[config.mk]
export PLATFORM = sky130hd
export DESIGN_NAME = go_back_n_sender_window
export DESIGN_NICKNAME = d
export VERILOG_FILES = /design/src/rtl/core/gbn_pkg.sv /design/src/rtl/core/go_back_n_sender_window.sv /design/src/rtl/core/gbn_ram.sv /design/src/rtl/core/gbn_ctrl.sv /design/src/rtl/core/gbn_dp.sv
export SDC_FILE = /design/constraint.sdc
export NUM_CORES = 1
export LEC_CHECK = 0
export BUFFER_PORTS_ARGS = -buffer_cell sky130_fd_sc_hd__buf_2
export CAP_MARGIN = 0
export CORE_ASPECT_RATIO = 0.75
export CORE_MARGIN = 4
export CORE_UTILIZATION = 51
export DETAILED_ROUTE_END_ITERATION = 10
export PLACE_DENSITY_LB_ADDON = 0.15
export SYNTH_ARGS = -nofsm -noshare
export SYNTH_HDL_FRONTEND = slang
export SYNTH_HIERARCHICAL = 1
export SYNTH_SLANG_ARGS = --single-unit
[constraint.sdc]
create_clock -name i_clk -period 5 [get_ports i_clk]
set_clock_uncertainty 0.05 [all_clocks]
set_input_delay 0.5 -clock i_clk [delete_from_list [all_inputs] [get_ports i_clk]]
set_output_delay 0.5 -clock i_clk [all_outputs]
set_load 0.02 [all_outputs]
[src/rtl/core/gbn_pkg.sv]
// Shared types and constants for the go-back-n sender window.
`timescale 1ns / 1ps
package gbn_pkg;

    localparam int OP_W   = 2;
    localparam int TAG_W  = 16;
    localparam int LEN_W  = 11;
    localparam int SEQ_W  = 32;
    localparam int WIN_W  = 5;
    localparam logic [WIN_W-1:0] WIN_RESET = 5'd8;

    typedef enum logic [OP_W-1:0] {
        OP_NEW     = 2'd0,
        OP_ACK     = 2'd1,
        OP_TIMEOUT = 2'd2,
        OP_END     = 2'd3
    } t_op;

    typedef enum logic [1:0] {
        KIND_SEND    = 2'd0,
        KIND_RESEND  = 2'd1,
        KIND_FIN     = 2'd2,
        KIND_REFUSED = 2'd3
    } t_kind;

    typedef struct packed {
        logic new_pkt;
        logic ack;
        logic end_data;
        logic rs_start;
        logic rs_read;
        logic rs_emit;
    } t_cmd;

    typedef struct packed {
        logic out_free;
        logic count_zero;
        logic rs_last;
    } t_status;

endpackage

[src/rtl/core/go_back_n_sender_window.sv]
// Top level of the go-back-n sender window.
//
//   channel   direction  handshake                   payload
//   request   in         i_valid / o_ready           operation, tag, length, ack, ack_good
//   result    out        o_valid / i_ready           kind, seq_number, tag, length, last
//   window    in         i_cfg_valid / o_cfg_ready   window_size (5 bits)
//
// New-packet, ack and end-of-data requests are handled in the idle state.
// A timeout with packets outstanding starts a resend sweep that alternates a registered
// read of the packet store (S_READ) with an emit (S_EMIT) for each outstanding packet.
// Reset empties the window and restores window_size to 8; no clearing pass.
// A stalled result register holds further requests and the resend sweep.
`timescale 1ns / 1ps
module go_back_n_sender_window #(
    parameter int WINDOW_MAX  = 16,
    parameter int MAX_PAYLOAD = 1024
) (
    input  logic                        i_clk,
    input  logic                        i_rst_n,
    input  logic                        i_valid,
    output logic                        o_ready,
    input  logic [gbn_pkg::OP_W-1:0]    i_operation,
    input  logic [gbn_pkg::TAG_W-1:0]   i_payload_tag,
    input  logic [gbn_pkg::LEN_W-1:0]   i_payload_length,
    input  logic [gbn_pkg::SEQ_W-1:0]   i_ack_number,
    input  logic                        i_ack_good,
    output logic                        o_valid,
    input  logic                        i_ready,
    output logic [1:0]                  o_kind,
    output logic [gbn_pkg::SEQ_W-1:0]   o_seq_number,
    output logic [gbn_pkg::TAG_W-1:0]   o_out_tag,
    output logic [gbn_pkg::LEN_W-1:0]   o_out_length,
    output logic                        o_last,
    input  logic                        i_cfg_valid,
    output logic                        o_cfg_ready,
    input  logic [gbn_pkg::WIN_W-1:0]   i_cfg_data
);
    import gbn_pkg::*;

    t_cmd    cmd;
    t_status status;
    logic    cfg_we;

    assign o_cfg_ready = 1'b1;
    assign cfg_we      = i_cfg_valid && o_cfg_ready;

    gbn_ctrl u_ctrl (
        .i_clk       (i_clk),
        .i_rst_n     (i_rst_n),
        .i_valid     (i_valid),
        .i_operation (i_operation),
        .i_status    (status),
        .o_ready     (o_ready),
        .o_cmd       (cmd)
    );

    gbn_dp #(
        .WINDOW_MAX  (WINDOW_MAX),
        .MAX_PAYLOAD (MAX_PAYLOAD)
    ) u_dp (
        .i_clk            (i_clk),
        .i_rst_n          (i_rst_n),
        .i_cmd            (cmd),
        .o_status         (status),
        .i_cfg_we         (cfg_we),
        .i_cfg_data       (i_cfg_data),
        .i_payload_tag    (i_payload_tag),
        .i_payload_length (i_payload_length),
        .i_ack_number     (i_ack_number),
        .i_ack_good       (i_ack_good),
        .i_out_ready      (i_ready),
        .o_out_valid      (o_valid),
        .o_kind           (o_kind),
        .o_seq_number     (o_seq_number),
        .o_out_tag        (o_out_tag),
        .o_out_length     (o_out_length),
        .o_last           (o_last)
    );

endmodule

[src/rtl/core/gbn_ram.sv]
// Generic single-port-write, registered-read RAM.
`timescale 1ns / 1ps
module gbn_ram #(
    parameter int WIDTH = 8,
    parameter int DEPTH = 16,
    parameter int AW    = (DEPTH > 1) ? $clog2(DEPTH) : 1
) (
    input  logic             i_clk,
    input  logic             i_wr_en,
    input  logic [AW-1:0]    i_wr_addr,
    input  logic [WIDTH-1:0] i_wr_data,
    input  logic             i_rd_en,
    input  logic [AW-1:0]    i_rd_addr,
    output logic [WIDTH-1:0] o_rd_data
);

    logic [WIDTH-1:0] r_mem [DEPTH];
    logic [WIDTH-1:0] r_rd_data;

    always_ff @(posedge i_clk) begin
        if (i_wr_en) begin
            r_mem[i_wr_addr] <= i_wr_data;
        end
        if (i_rd_en) begin
            r_rd_data <= r_mem[i_rd_addr];
        end
    end

    assign o_rd_data = r_rd_data;

endmodule

[src/rtl/core/gbn_ctrl.sv]
// Sequencer for request decode and the resend sweep.
`timescale 1ns / 1ps
module gbn_ctrl (
    input  logic                      i_clk,
    input  logic                      i_rst_n,
    input  logic                      i_valid,
    input  logic [gbn_pkg::OP_W-1:0]  i_operation,
    input  gbn_pkg::t_status          i_status,
    output logic                      o_ready,
    output gbn_pkg::t_cmd             o_cmd
);
    import gbn_pkg::*;

    typedef enum logic [2:0] {
        S_IDLE = 3'b001,
        S_READ = 3'b010,
        S_EMIT = 3'b100
    } t_state;

    t_state r_state;
    t_state n_state;
    logic   in_ready;
    t_cmd   cmd;

    always_comb begin
        n_state  = r_state;
        cmd      = '0;
        in_ready = (r_state == S_IDLE) && i_status.out_free;
        unique case (r_state)
            S_IDLE: begin
                if (i_valid && in_ready) begin
                    unique case (t_op'(i_operation))
                        OP_NEW: cmd.new_pkt = 1'b1;
                        OP_ACK: cmd.ack = 1'b1;
                        OP_TIMEOUT: begin
                            if (!i_status.count_zero) begin
                                cmd.rs_start = 1'b1;
                                n_state      = S_READ;
                            end
                        end
                        OP_END: cmd.end_data = 1'b1;
                        default: cmd = '0;
                    endcase
                end
            end
            S_READ: begin
                cmd.rs_read = 1'b1;
                n_state     = S_EMIT;
            end
            S_EMIT: begin
                if (i_status.out_free) begin
                    cmd.rs_emit = 1'b1;
                    n_state     = i_status.rs_last ? S_IDLE : S_READ;
                end
            end
            default: n_state = S_IDLE;
        endcase
    end

    always_ff @(posedge i_clk) begin
        if (!i_rst_n) begin
            r_state <= S_IDLE;
        end else begin
            r_state <= n_state;
        end
    end

    assign o_ready = in_ready;
    assign o_cmd   = cmd;

endmodule

[src/rtl/core/gbn_dp.sv]
// Window state, packet store and result register.
`timescale 1ns / 1ps
module gbn_dp #(
    parameter int WINDOW_MAX  = 16,
    parameter int MAX_PAYLOAD = 1024
) (
    input  logic                        i_clk,
    input  logic                        i_rst_n,
    input  gbn_pkg::t_cmd               i_cmd,
    output gbn_pkg::t_status            o_status,
    input  logic                        i_cfg_we,
    input  logic [gbn_pkg::WIN_W-1:0]   i_cfg_data,
    input  logic [gbn_pkg::TAG_W-1:0]   i_payload_tag,
    input  logic [gbn_pkg::LEN_W-1:0]   i_payload_length,
    input  logic [gbn_pkg::SEQ_W-1:0]   i_ack_number,
    input  logic                        i_ack_good,
    input  logic                        i_out_ready,
    output logic                        o_out_valid,
    output logic [1:0]                  o_kind,
    output logic [gbn_pkg::SEQ_W-1:0]   o_seq_number,
    output logic [gbn_pkg::TAG_W-1:0]   o_out_tag,
    output logic [gbn_pkg::LEN_W-1:0]   o_out_length,
    output logic                        o_last
);
    import gbn_pkg::*;

    localparam int SW = (WINDOW_MAX > 1) ? $clog2(WINDOW_MAX) : 1;
    localparam int CW = $clog2(WINDOW_MAX + 1);
    localparam int DW = TAG_W + LEN_W;
    localparam logic [SW:0]    WRAP     = (SW+1)'(WINDOW_MAX);
    localparam logic [31:0]    WIN_MAX32 = 32'(WINDOW_MAX);
    localparam logic [31:0]    LEN_CAP  = 32'(MAX_PAYLOAD);

    logic [SEQ_W-1:0] r_base, n_base;
    logic [SEQ_W-1:0] r_next_seq, n_next_seq;
    logic [CW-1:0]    r_count, n_count;
    logic [SW-1:0]    r_base_slot, n_base_slot;
    logic [CW-1:0]    r_idx, n_idx;
    logic             r_data_ended, n_data_ended;
    logic             r_fin_done, n_fin_done;
    logic [WIN_W-1:0] r_window;

    logic             r_o_valid, n_o_valid;
    logic [1:0]       r_kind, n_kind;
    logic [SEQ_W-1:0] r_seq, n_seq;
    logic [TAG_W-1:0] r_tag, n_tag;
    logic [LEN_W-1:0] r_len, n_len;
    logic             r_last, n_last;

    logic             out_free;
    logic [31:0]      eff_win;
    logic [LEN_W-1:0] len_sat;
    logic             refuse;
    logic [SEQ_W-1:0] ack_offset;
    logic             ack_ok;
    logic [CW-1:0]    ack_step;
    logic [SW:0]      wr_sum, ack_sum, rd_sum;
    logic [SW-1:0]    wr_slot, ack_slot, rd_slot;
    logic             rs_last;
    logic             wr_en;
    logic [DW-1:0]    rd_data;

    assign out_free = !r_o_valid || i_out_ready;

    always_comb begin
        if (r_window == '0) begin
            eff_win = 32'd1;
        end else if (32'(r_window) > WIN_MAX32) begin
            eff_win = WIN_MAX32;
        end else begin
            eff_win = 32'(r_window);
        end
    end

    assign len_sat = (32'(i_payload_length) > LEN_CAP) ? LEN_CAP[LEN_W-1:0]
                                                        : i_payload_length;
    assign refuse  = r_data_ended || r_fin_done || (i_payload_length == '0) ||
                     (32'(r_count) >= eff_win);

    assign ack_offset = i_ack_number - r_base;
    assign ack_ok     = i_ack_good && (ack_offset < 32'(r_count));
    assign ack_step   = CW'(ack_offset) + CW'(1);

    assign wr_sum   = {1'b0, r_base_slot} + (SW+1)'(r_count);
    assign wr_slot  = (wr_sum >= WRAP) ? SW'(wr_sum - WRAP) : SW'(wr_sum);
    assign ack_sum  = {1'b0, r_base_slot} + (SW+1)'(ack_step);
    assign ack_slot = (ack_sum >= WRAP) ? SW'(ack_sum - WRAP) : SW'(ack_sum);
    assign rd_sum   = {1'b0, r_base_slot} + (SW+1)'(r_idx);
    assign rd_slot  = (rd_sum >= WRAP) ? SW'(rd_sum - WRAP) : SW'(rd_sum);

    assign rs_last = ((r_idx + CW'(1)) == r_count);
    assign wr_en   = i_cmd.new_pkt && !refuse;

    gbn_ram #(
        .WIDTH (DW),
        .DEPTH (WINDOW_MAX),
        .AW    (SW)
    ) u_store (
        .i_clk     (i_clk),
        .i_wr_en   (wr_en),
        .i_wr_addr (wr_slot),
        .i_wr_data ({i_payload_tag, len_sat}),
        .i_rd_en   (i_cmd.rs_read),
        .i_rd_addr (rd_slot),
        .o_rd_data (rd_data)
    );

    always_comb begin
        n_base       = r_base;
        n_next_seq   = r_next_seq;
        n_count      = r_count;
        n_base_slot  = r_base_slot;
        n_idx        = r_idx;
        n_data_ended = r_data_ended;
        n_fin_done   = r_fin_done;
        n_o_valid    = r_o_valid && !i_out_ready;
        n_kind       = r_kind;
        n_seq        = r_seq;
        n_tag        = r_tag;
        n_len        = r_len;
        n_last       = r_last;

        if (i_cmd.new_pkt) begin
            n_o_valid = 1'b1;
            n_seq     = r_next_seq;
            n_last    = 1'b1;
            if (refuse) begin
                n_kind = KIND_REFUSED;
                n_tag  = '0;
                n_len  = '0;
            end else begin
                n_kind     = KIND_SEND;
                n_tag      = i_payload_tag;
                n_len      = len_sat;
                n_next_seq = r_next_seq + SEQ_W'(1);
                n_count    = r_count + CW'(1);
            end
        end

        if (i_cmd.ack && ack_ok) begin
            n_base      = i_ack_number + SEQ_W'(1);
            n_base_slot = ack_slot;
            n_count     = r_count - ack_step;
        end

        if (i_cmd.end_data) begin
            n_data_ended = 1'b1;
            if (!r_fin_done && r_count == '0) begin
                n_fin_done = 1'b1;
                n_o_valid  = 1'b1;
                n_kind     = KIND_FIN;
                n_seq      = r_next_seq;
                n_tag      = '0;
                n_len      = '0;
                n_last     = 1'b1;
            end
        end

        if (i_cmd.rs_start) begin
            n_idx = '0;
        end

        if (i_cmd.rs_emit) begin
            n_o_valid = 1'b1;
            n_kind    = KIND_RESEND;
            n_seq     = r_base + SEQ_W'(r_idx);
            n_tag     = rd_data[DW-1:LEN_W];
            n_len     = rd_data[LEN_W-1:0];
            n_last    = rs_last;
            n_idx     = r_idx + CW'(1);
        end
    end

    always_ff @(posedge i_clk) begin
        if (!i_rst_n) begin
            r_base       <= '0;
            r_next_seq   <= '0;
            r_count      <= '0;
            r_base_slot  <= '0;
            r_idx        <= '0;
            r_data_ended <= 1'b0;
            r_fin_done   <= 1'b0;
            r_window     <= WIN_RESET;
            r_o_valid    <= 1'b0;
        end else begin
            r_base       <= n_base;
            r_next_seq   <= n_next_seq;
            r_count      <= n_count;
            r_base_slot  <= n_base_slot;
            r_idx        <= n_idx;
            r_data_ended <= n_data_ended;
            r_fin_done   <= n_fin_done;
            r_o_valid    <= n_o_valid;
            if (i_cfg_we) begin
                r_window <= i_cfg_data;
            end
        end
    end

    always_ff @(posedge i_clk) begin
        r_kind <= n_kind;
        r_seq  <= n_seq;
        r_tag  <= n_tag;
        r_len  <= n_len;
        r_last <= n_last;
    end

    assign o_status.out_free   = out_free;
    assign o_status.count_zero = (r_count == '0);
    assign o_status.rs_last    = rs_last;

    assign o_out_valid  = r_o_valid;
    assign o_kind       = r_kind;
    assign o_seq_number = r_seq;
    assign o_out_tag    = r_tag;
    assign o_out_length = r_len;
    assign o_last       = r_last;

endmodule

==> impl_metrics.ini, run 1 <==
[status]
status = finished, final reports clean

[finish]
num_antenna_cells = 0
final_cell_area_sq_um = 32400
mostFrequentLayoutCell = edfxtp_1
fill_cells = 4183
regArea_sq_um = 16800
multiInputGateArea_sq_um = 10200
area_delta_synth_final_pct = 18.0
layout_common_cells = edfxtp_1 (459), buf_4 (211), nand2_1 (157)
layout-drive-gt1-share = 0.267
fin_nets = 2460

[setup_path]
crit_path_end_kind = flip-flop
worstSetupPathType = flip-flop to flip-flop
worstRegToRegCells = 20
r2r_start = u_dp/r_base[22]
reg2reg_setup_slack_ps = 30
crit_required_ps = 5410
worst-path-max-fanout = 4
r2r-end = u_dp/r_count[4]
cp.arrival_ps = 5380
start_kind = flip-flop

[floorplan]
rows = 73
die_y_um = 209
start_util = 0.517
die_x_um = 276
core-area_sq_um = 53200
ios = 137
die_area_sq_um = 57700

[routing]
routed-wl-met2_mm = 32.2
drt-total-wl_mm = 75.6
drc = 0
dr.pass1.iters = 5
vias = 18200
postRouteAntennaNets = 0
drt-initial-drc-count = 1910
wl_per_cell_um = 24.5
met1_length_mm = 35.8
via_per_inst = 5.89
top_layer = met5
wl_met3_mm = 6.31

[logic_synthesis]
ys.flop_type = edfxtp_1
synth.ff_latch_count = 610
synth_area_leaders = edfxtp_1 (50%), dfxtp_1 (11%), mux4_2 (8.8%)
syn_area_sq_um = 27500
synthArstFlopShare = 0
ys_types = 81
synth_top_area_frac = 0.501
yosysWarnings = 6
synthesis.nets = 2152
syn_avg_cell_area_sq_um = 13.7
synthCells = 2012
seq_area_frac_synth = 0.611
synth_edf_count = 459
synth.largest_area_cell = edfxtp_1

[clock_tree]
clk_pin_slew_ps = 70
htreeDepth = 2
cts_tree = done
cts_buffer_depth = 3
cts_root_buf = clkbuf_16
cts_buffers = 58
clock-sinks = 610
clock_latency_ps = 630

[min_path]
hold_start = i_cfg_data[3]
holdPathStages = 3
min_to = u_dp/r_window[3]
hold_class = input pin to flip-flop

[pwr]
intPower_mw = 8.48
power.density_nw_per_um2 = 344
p_sw_mw = 2.67
swShare = 0.239
p_leak_nw = 11.6
pwr-share-clk = 0.404
vdd_drop_max_uv = 361
p_seq_frac = 0.503
p_comb_frac = 0.093

[global_routing]
grt_use_total = 0.257
grt_max_degree = 71
grt_overflow_total = 0
antenna_found_initial = 1
grt_pass1_wl_mm = 113
grt_pass1_vias = 17700

[placement]
gp_congestion = 0.958
port_buffers = 135
placed_cell_area_sq_um = 30400
dp_hpwl_mm = 50.1
post-place-ws_ps = -444

[sta]
fin_crit_sh = 0.994
fin_ws_ps = 28.8
relSlewSlack = 0.253
setup_violations = 0
maxSlewViolCount = 0
max_freq_mhz = 201
tightest_slew_ps = 1120
rsz0062_at_grt = yes
period_needed_ps = 4970
hold_viol_final = 0

[flow_run]
drv_cap = 0
layer usage:
metal | vias to the layer above | global-route usage
li1 | 8276 | -
met1 | 9124 | 0.409
met2 | 663 | 0.366
met3 | 101 | 0.0542
met4 | 2 | 0.0517
met5 | - | 0
per-stage QoR:
step           hold slack (ps)  utilization  std cells  total power [mW]  TNS [ps]
2_1_floorplan              372            -       2012              6.27         0
3_3_place_gp               375        0.573       2972              6.72      -574
3_5_place_dp               386        0.573       2972              6.74      -909
4_1_cts                   35.8        0.610       3082              11.2         0
5_1_grt                   52.6        0.610       3082              11.5      -180
6_report                  72.2        0.610       3082              11.1         0
how the worst max path moves through the flow:
| stage | startpoint | end | slack (ps) | depth (start not counted) |
|---|---|---|---|---|
| floorplan | i_ack_number[0] | u_dp/r_count[4] | 10 | 26 |
| global placement | i_ack_number[0] | u_dp/r_count[4] | -400 | 25 |
| detailed placement | i_ack_number[0] | u_dp/r_count[4] | -440 | 24 |
| CTS | u_dp/r_base[28] | u_dp/r_count[4] | 30 | 19 |
| global route | u_dp/r_base[0] | u_dp/r_count[4] | -180 | 23 |
| finish | u_dp/r_base[22] | u_dp/r_count[4] | 30 | 20 |
cells in the mapped netlist, drive strengths merged (4+ instances only):
master / instances
nand2b: 10
mux2i: 48
or4: 5
a21oi: 64
nand2: 157
inv: 71
and2: 24
nand4: 28
buf: 42
a211oi: 37
o21a: 7
nand3: 46
clkbuf: 61
ha: 62
a21boi: 4
a22oi: 84
nor3: 35
nor3b: 7
fa: 6
edfxtp: 459
and4: 8
o221ai: 5
o211ai: 6
nor2: 126
o21bai: 4
or2: 4
or3: 8
nor2b: 21
mux4: 108
and3: 18
a31oi: 6
nand3b: 4
xnor2: 84
o21ai: 83
a21o: 25
o22ai: 6
xor2: 34
dfxtp: 151
nor4: 13
flip-flops by register name, summed over array words and instances (netlist names), 2 cells and up:
| register | cells |
|---|---|
| u_dp/r_window | 5 |
| u_dp/r_count | 5 |
| u_dp/r_base_slot | 4 |
| u_dp/o_seq_number | 32 |
| u_ctrl/r_state | 3 |
| u_dp/r_idx | 5 |
| u_dp/r_base | 32 |
| u_dp/u_store/r_mem | 432 |
| u_dp/o_kind | 2 |
| u_dp/o_out_tag | 16 |
| u_dp/r_next_seq | 32 |
| u_dp/o_out_length | 11 |
| u_dp/u_store/o_rd_data | 27 |
worst max-delay path, cell delays in order (launching register included):
cell       delay (ps)
dfxtp_1           310
inv_1             170
ha_1              280
a21o_1            210
a31o_2            260
o2bb2ai_1         140
or4_1             520
or4_4             550
and4b_1           300
nand4_1           100
or4_4             480
nand2b_4          170
ha_2              180
fa_2              370
nor2b_1           100
o21ai_0            80
nand2b_1          110
or2_2             110
a21oi_1            70
nor3_1            170
nor3_1             70
power groups by stage:
stage | Combinational [mW] | Clock (mW) | Sequential (mW)
after floorplan | 0.466 | 0 | 5.81
after global placement | 1.01 | 0 | 5.71
final | 1.03 | 4.50 | 5.61
after CTS | 1.03 | 4.59 | 5.61
after detailed placement | 1.02 | 0 | 5.72
after global routing | 1.11 | 4.80 | 5.62
final cells by class:
| cell class | count | area share |
|---|---|---|
| clock buffer | 69 | 0.0472 |
| tap | 712 | 0.0275 |
| timing repair buffer | 351 | 0.0725 |
| multi-input combinational | 1228 | 0.313 |
| inverter | 71 | 0.00829 |
| sequential | 610 | 0.518 |
| clock inverter | 41 | 0.0134 |
logic make-up after synthesis:
logic type	after synthesis	synth area share
flip-flops	610	0.611
AND/OR/NAND/NOR	526	0.0936
AO/OA/AOI/OAI	358	0.0901
buffers and inverters	174	0.0281
multiplexers	157	0.106
XOR/XNOR	118	0.0376
adder cells (fa/ha/maj)	68	0.0326
other	1	0.000136
timing repair:
item / in CTS / in global routing
endpoints found under the setup margin: 1 / 2
setup buffers: 0 / 0
gates cloned: 0 / 0
hold buffers: 0 / 0
pin swaps: 0 / 1
gates resized for setup: 3 / 5
Power figures use the tool's default switching activity.
==> inputs of run 2 (changes only) <==
- CORE_ASPECT_RATIO: 0.75 -> not set
- PLACE_DENSITY: not set -> 0.75
- PLACE_DENSITY_LB_ADDON: 0.15 -> not set
==> run 2 against run 1 <==
First-iteration DRC count decreased by 12%. Register-to-register slack better by 130 ps. Flip-flop and latch count unchanged. Clock-buffer cell count grew 7. Critical path depth is 3 higher. Cell count decreased by 1.3%. Power grew 1.1%. Global-route usage grew 0.16 points. Critical endpoint unchanged. Highest routed layer unchanged.
==> impl_metrics.ini, run 2 (synthesized netlist as in run 1, its figures left out) <==
[finish]
area_delta_synth_final_pct = 18.6
layout-drive-gt1-share = 0.274
mostFrequentLayoutCell = edfxtp_1
layout_common_cells = edfxtp_1 (459), buf_4 (189), nand2_1 (156)
final_cell_area_sq_um = 32600
regMostFlops = u_dp/u_store/r_mem
fin_nets = 2441
largest_reg_flops = 432

[global_routing]
grt_max_degree = 69
grt_overflow_total = 0
grt_pass1_wl_mm = 113
antenna_found_initial = 7
grt_pass1_vias = 18800
grt_use_total = 0.259

[floorplan]
start_util = 0.519
rows = 84
core-area_sq_um = 53000
die_x_um = 240
ios = 137
die_y_um = 240
die_area_sq_um = 57700

[placement]
port_buffers = 135
placed_cell_area_sq_um = 30300
post-place-ws_ps = -251
dp_hpwl_mm = 48.3
gp_congestion = 0.924

[pwr]
p_seq_frac = 0.500
p_comb_frac = 0.092
p_sw_mw = 2.63
swShare = 0.234
vdd_drop_max_uv = 351
power.density_nw_per_um2 = 345
intPower_mw = 8.63
pwr-share-clk = 0.408
p_leak_nw = 11.5

[setup_path]
start_kind = flip-flop
r2r-end = u_dp/r_count[4]
cp.arrival_ps = 5280
reg2reg_setup_slack_ps = 160
worstRegToRegCells = 23
critPathLaunch = u_dp/r_base[0]
worstSetupPathType = flip-flop to flip-flop
crit_path_end_kind = flip-flop
endpoint = u_dp/r_count[4]
crit_required_ps = 5430
r2r_start = u_dp/r_base[0]
worst-path-max-fanout = 5

[sta]
maxSlewViolCount = 0
fin_crit_sh = 0.968
rsz0062_at_grt = yes
tightest_slew_ps = 1110
hold_viol_final = 0
setup_violations = 0
max_freq_mhz = 207
holdWs_ps = 130
period_needed_ps = 4840
fin_ws_ps = 158
relSlewSlack = 0.260

[routing]
postRouteAntennaNets = 0
drc = 0
vias = 18600
via_per_inst = 6.12
drt-initial-drc-count = 1673
wl_per_cell_um = 24.9
drt-total-wl_mm = 75.7
dr.pass1.iters = 6

[clock_tree]
cts_root_buf = clkbuf_16
cts_buffer_depth = 3
ctsHoldBuffers = 0
cts_buffers = 58
clock_latency_ps = 630
htreeDepth = 2
clk_pin_slew_ps = 60
clock-sinks = 610
cts_tree = done

[flow_run]
drv_cap = 0

[min_path]
hold_class = input pin to flip-flop

[status]
status = finished, final reports clean
run 2: worst min-delay path by stage:
stage,depth (start not counted),slack (ps),from,end
floorplan,2,370,u_dp/u_store/o_rd_data[0],u_dp/o_out_length[0]
global placement,2,380,u_dp/u_store/o_rd_data[20],u_dp/o_out_tag[9]
detailed placement,2,390,u_dp/u_store/o_rd_data[20],u_dp/o_out_tag[9]
CTS,3,120,i_cfg_data[4],u_dp/r_window[4]
global route,3,150,i_cfg_data[4],u_dp/r_window[4]
finish,3,130,i_cfg_data[4],u_dp/r_window[4]
run 2: cell type report:
| class | count | area [sq um] |
|---|---|---|
| fillers | 3876 | 20400 |
| flip-flops and latches | 610 | 16800 |
| multi-input cells | 1228 | 10400 |
| repair buffers | 332 | 2250 |
| clock buffers | 76 | 1600 |
| well taps | 688 | 861 |
| clock inverters | 31 | 419 |
| inverters | 71 | 269 |
| diodes | 6 | 15.0 |
run 2: what timing repair did:
item                                    4_1_cts  5_1_grt
gates resized for setup                       0       50
setup buffers                                 0        7
endpoints found under the setup margin        0        3
run 2: per-stage QoR:
| stage | cells | utilization | power [mW] | setup TNS, ps |
|---|---|---|---|---|
| after floorplan | 2012 | - | 6.27 | 0 |
| after global placement | 2922 | 0.571 | 6.70 | -225 |
| after detailed placement | 2922 | 0.571 | 6.73 | -304 |
| after CTS | 3029 | 0.609 | 11.3 | 0 |
| after global routing | 3038 | 0.615 | 11.6 | -52.8 |
| final | 3042 | 0.615 | 11.3 | 0 |
run 2: worst max-delay path: stages (launching register included):
cell	delay [ps]
dfxtp_2	340
ha_4	170
fa_2	350
nor2b_2	160
o21a_1	130
nor2_1	40
xnor2_1	130
ha_2	180
nor4_2	140
nand4_1	120
or4_4	520
and4b_1	280
nand4_1	90
or4_4	600
nand2b_4	180
ha_4	160
fa_2	340
nor2b_1	120
o21ai_1	70
nand2b_1	100
nand2_1	70
a21oi_2	180
o21a_1	150
nor3_2	40
run 2: power by group through the flow:
stage	Combinational [mW]	Clock (mW)	Sequential, mW
2_1_floorplan	0.466	0	5.81
3_3_place_gp	0.974	0	5.72
3_5_place_dp	0.996	0	5.73
4_1_cts	1.01	4.66	5.63
5_1_grt	1.11	4.89	5.64
6_report	1.04	4.59	5.63
run 2: layer usage:
metal  track usage  share of wire
met5             0        0.00030
met4        0.0930          0.035
met3        0.0546          0.090
met2         0.449           0.51
met1         0.322           0.37
==> inputs of run 3 (changes only) <==
--- a/config.mk
+++ b/config.mk
@@ -12,3 +12,5 @@
 export DETAILED_ROUTE_END_ITERATION = 10
+export HOLD_SLACK_MARGIN = 0.03
 export PLACE_DENSITY = 0.75
+export REMOVE_ABC_BUFFERS = 1
 export SYNTH_ARGS = -nofsm -noshare
==> constraint.sdc (replaced) <==
create_clock -name i_clk -period 5 [get_ports i_clk]
set_clock_uncertainty 0.05 [all_clocks]
set_input_delay 0.25 -clock i_clk [delete_from_list [all_inputs] [get_ports i_clk]]
set_output_delay 0.25 -clock i_clk [all_outputs]
set_load 0.02 [all_outputs]
==> run 3 against run 2 <==
Global-route usage is 0.60 points lower. Sequential power about the same. Die area did not move. Utilization about the same. Cell count hardly changed. Power fell by 0.55%. Register-to-register slack about the same. Sequential share of layout area about the same. Combinational power barely moved. Flip-flop and latch count stayed put. Hold slack worse by 61 ps. Design area about the same.
==> impl_metrics.ini, run 3 (synthesized netlist as in run 1, its figures left out) <==
[flow_run]
drv_cap = 0

[global_routing]
grt_max_degree = 71
grt_pass1_wl_mm = 112
grt_overflow_total = 0
grt_use_total = 0.253
antenna_found_initial = 5
grt_pass1_vias = 18900

[setup_path]
reg2reg_setup_slack_ps = 150
r2r_start = u_dp/r_base[16]
r2r-end = u_dp/r_count[4]
crit_path_end_kind = flip-flop
crit_required_ps = 5420
start_kind = input pin
cp.arrival_ps = 5280
worstRegToRegCells = 20
endpoint = u_dp/r_count[4]
worstSetupPathType = input pin to flip-flop
critPathLaunch = i_ack_number[0]
worst-path-max-fanout = 5

[sta]
period_needed_ps = 4860
tightest_slew_ps = 1240
rsz0062_at_grt = yes
fin_ws_ps = 143
fin_crit_sh = 0.971
hold_viol_final = 0
setup_violations = 0
holdWs_ps = 69.2
max_freq_mhz = 206
maxSlewViolCount = 0
relSlewSlack = 0.170

[pwr]
power.density_nw_per_um2 = 343
swShare = 0.236
p_sw_mw = 2.64
p_comb_frac = 0.090
vdd_drop_max_uv = 364
intPower_mw = 8.56
power.total_mw = 11.2
pwr-share-clk = 0.408
p_leak_nw = 11.5
p_seq_frac = 0.502

[clock_tree]
cts_buffers = 58
clock-sinks = 610
htreeDepth = 2
cts_tree = done
clk_pin_slew_ps = 60
cts_root_buf = clkbuf_16
clock_latency_ps = 630
cts_buffer_depth = 3

[finish]
area_delta_synth_final_pct = 18.7
num_antenna_cells = 0
post-route-util = 0.616
layout_common_cells = edfxtp_1 (459), nand2_1 (157), dfxtp_1 (148)
fill_cells = 3859
fin_nets = 2442
final-instance-count-excl-fill = 3040
mostFrequentLayoutCell = edfxtp_1
largest_reg_flops = 432
layout-drive-gt1-share = 0.236
regMostFlops = u_dp/u_store/r_mem

[routing]
postRouteAntennaNets = 0
drc = 0
vias = 18800
drt-total-wl_mm = 73.3
wl_per_cell_um = 24.1
via_per_inst = 6.19
dr.pass1.iters = 5
drt-initial-drc-count = 2083

[floorplan]
die_area_sq_um = 57700
ios = 137
start_util = 0.519
die_x_um = 240
rows = 84
die_y_um = 240
core-area_sq_um = 53000

[status]
status = finished, final reports clean

[placement]
dp_hpwl_mm = 45.1
numPlacedInstances = 2860
gp_congestion = 0.965
port_buffers = 135
post-place-ws_ps = -336

[min_path]
hold_class = input pin to flip-flop
==> run 3: cell count changes in the layout (fill, tap and decap cells not counted), moves of 6 or more <==
cell | before | now
buf_4 | 189 | 118
clkbuf_8 | 8 | 14
clkinv_2 | 15 | 8
diode_2 | 6 | 0
dlygate4sd3_1 | 0 | 68
ha_1 | 47 | 56
ha_4 | 13 | 3
==> run 3: what timing repair did <==
| action | CTS | global route |
|---|---|---|
| pin swaps | 4 | 6 |
| endpoints found under the setup margin | 3 | 3 |
| gates resized for setup | 6 | 21 |
| hold endpoints to repair | 298 | 0 |
| hold buffers | 68 | 0 |
| buffers inserted | 0 | 2 |
==> run 3: cell type report <==
type / instances / area, sq um / share of cell area
timing repair buffer: 333 / 2480 / 0.0761
inverter: 71 / 269 / 0.00825
clock buffer: 83 / 1690 / 0.0517
sequential: 610 / 16800 / 0.515
tap: 688 / 861 / 0.0264
clock inverter: 27 / 327 / 0.0100
multi-input combinational: 1228 / 10200 / 0.312
==> run 3: worst min-delay path by stage <==
stage                               startpoint                end  slack, ps  depth (start not counted)
floorplan                              i_rst_n   u_dp/r_window[3]        260                          1
global placement    u_dp/u_store/o_rd_data[11]  u_dp/o_out_tag[0]        380                          2
detailed placement  u_dp/u_store/o_rd_data[11]  u_dp/o_out_tag[0]        390                          2
CTS                           i_ack_number[28]    u_dp/r_base[28]         40                          5
global route                  i_ack_number[16]    u_dp/r_base[16]         80                          5
finish                         i_ack_number[4]     u_dp/r_base[4]         70                          5
==> run 3: worst max-delay path: stages <==
cell and delay, ps:
dlygate4sd3_1 530, buf_2 110, inv_1 60, ha_4 170
fa_2 350, nor2b_2 150, o21a_1 130, nor2_1 50
xnor2_1 140, ha_2 190, nor4_2 120, nand4_1 110
or4_1 540, and4b_1 250, nand4_1 100, or4_4 600
nand2b_4 170, ha_2 180, fa_2 340, nor2b_1 120
o21ai_1 70, nand2b_1 90, nand2_1 80, a21oi_2 190
o21a_1 140, nor3_1 40
==> run 3: through the flow <==
stage	TNS, ps	instance area (sq um)
3_5_place_dp	-451	29800
3_3_place_gp	-236	29800
2_1_floorplan	-248810	27000
5_1_grt	-79.1	32600
4_1_cts	0	32500
6_report	0	32600
==> run 3: power groups by stage <==
stage	clock network, mW	logic (mW)	registers (mW)
floorplan	0	0.444	5.81
global placement	0	0.896	5.72
detailed placement	0	0.922	5.72
CTS	4.62	0.979	5.62
global route	4.86	1.08	5.63
finish	4.57	1.01	5.62
==> run 3: routing by layer <==
metal / track usage / vias up / share of wire
met1: 0.337 / 9335 / 0.39
li1: - / 8267 / -
met2: 0.425 / 1072 / 0.49
met4: 0.0756 / 6 / 0.030
met3: 0.0491 / 150 / 0.094
met5: 0 / - / 0.00053
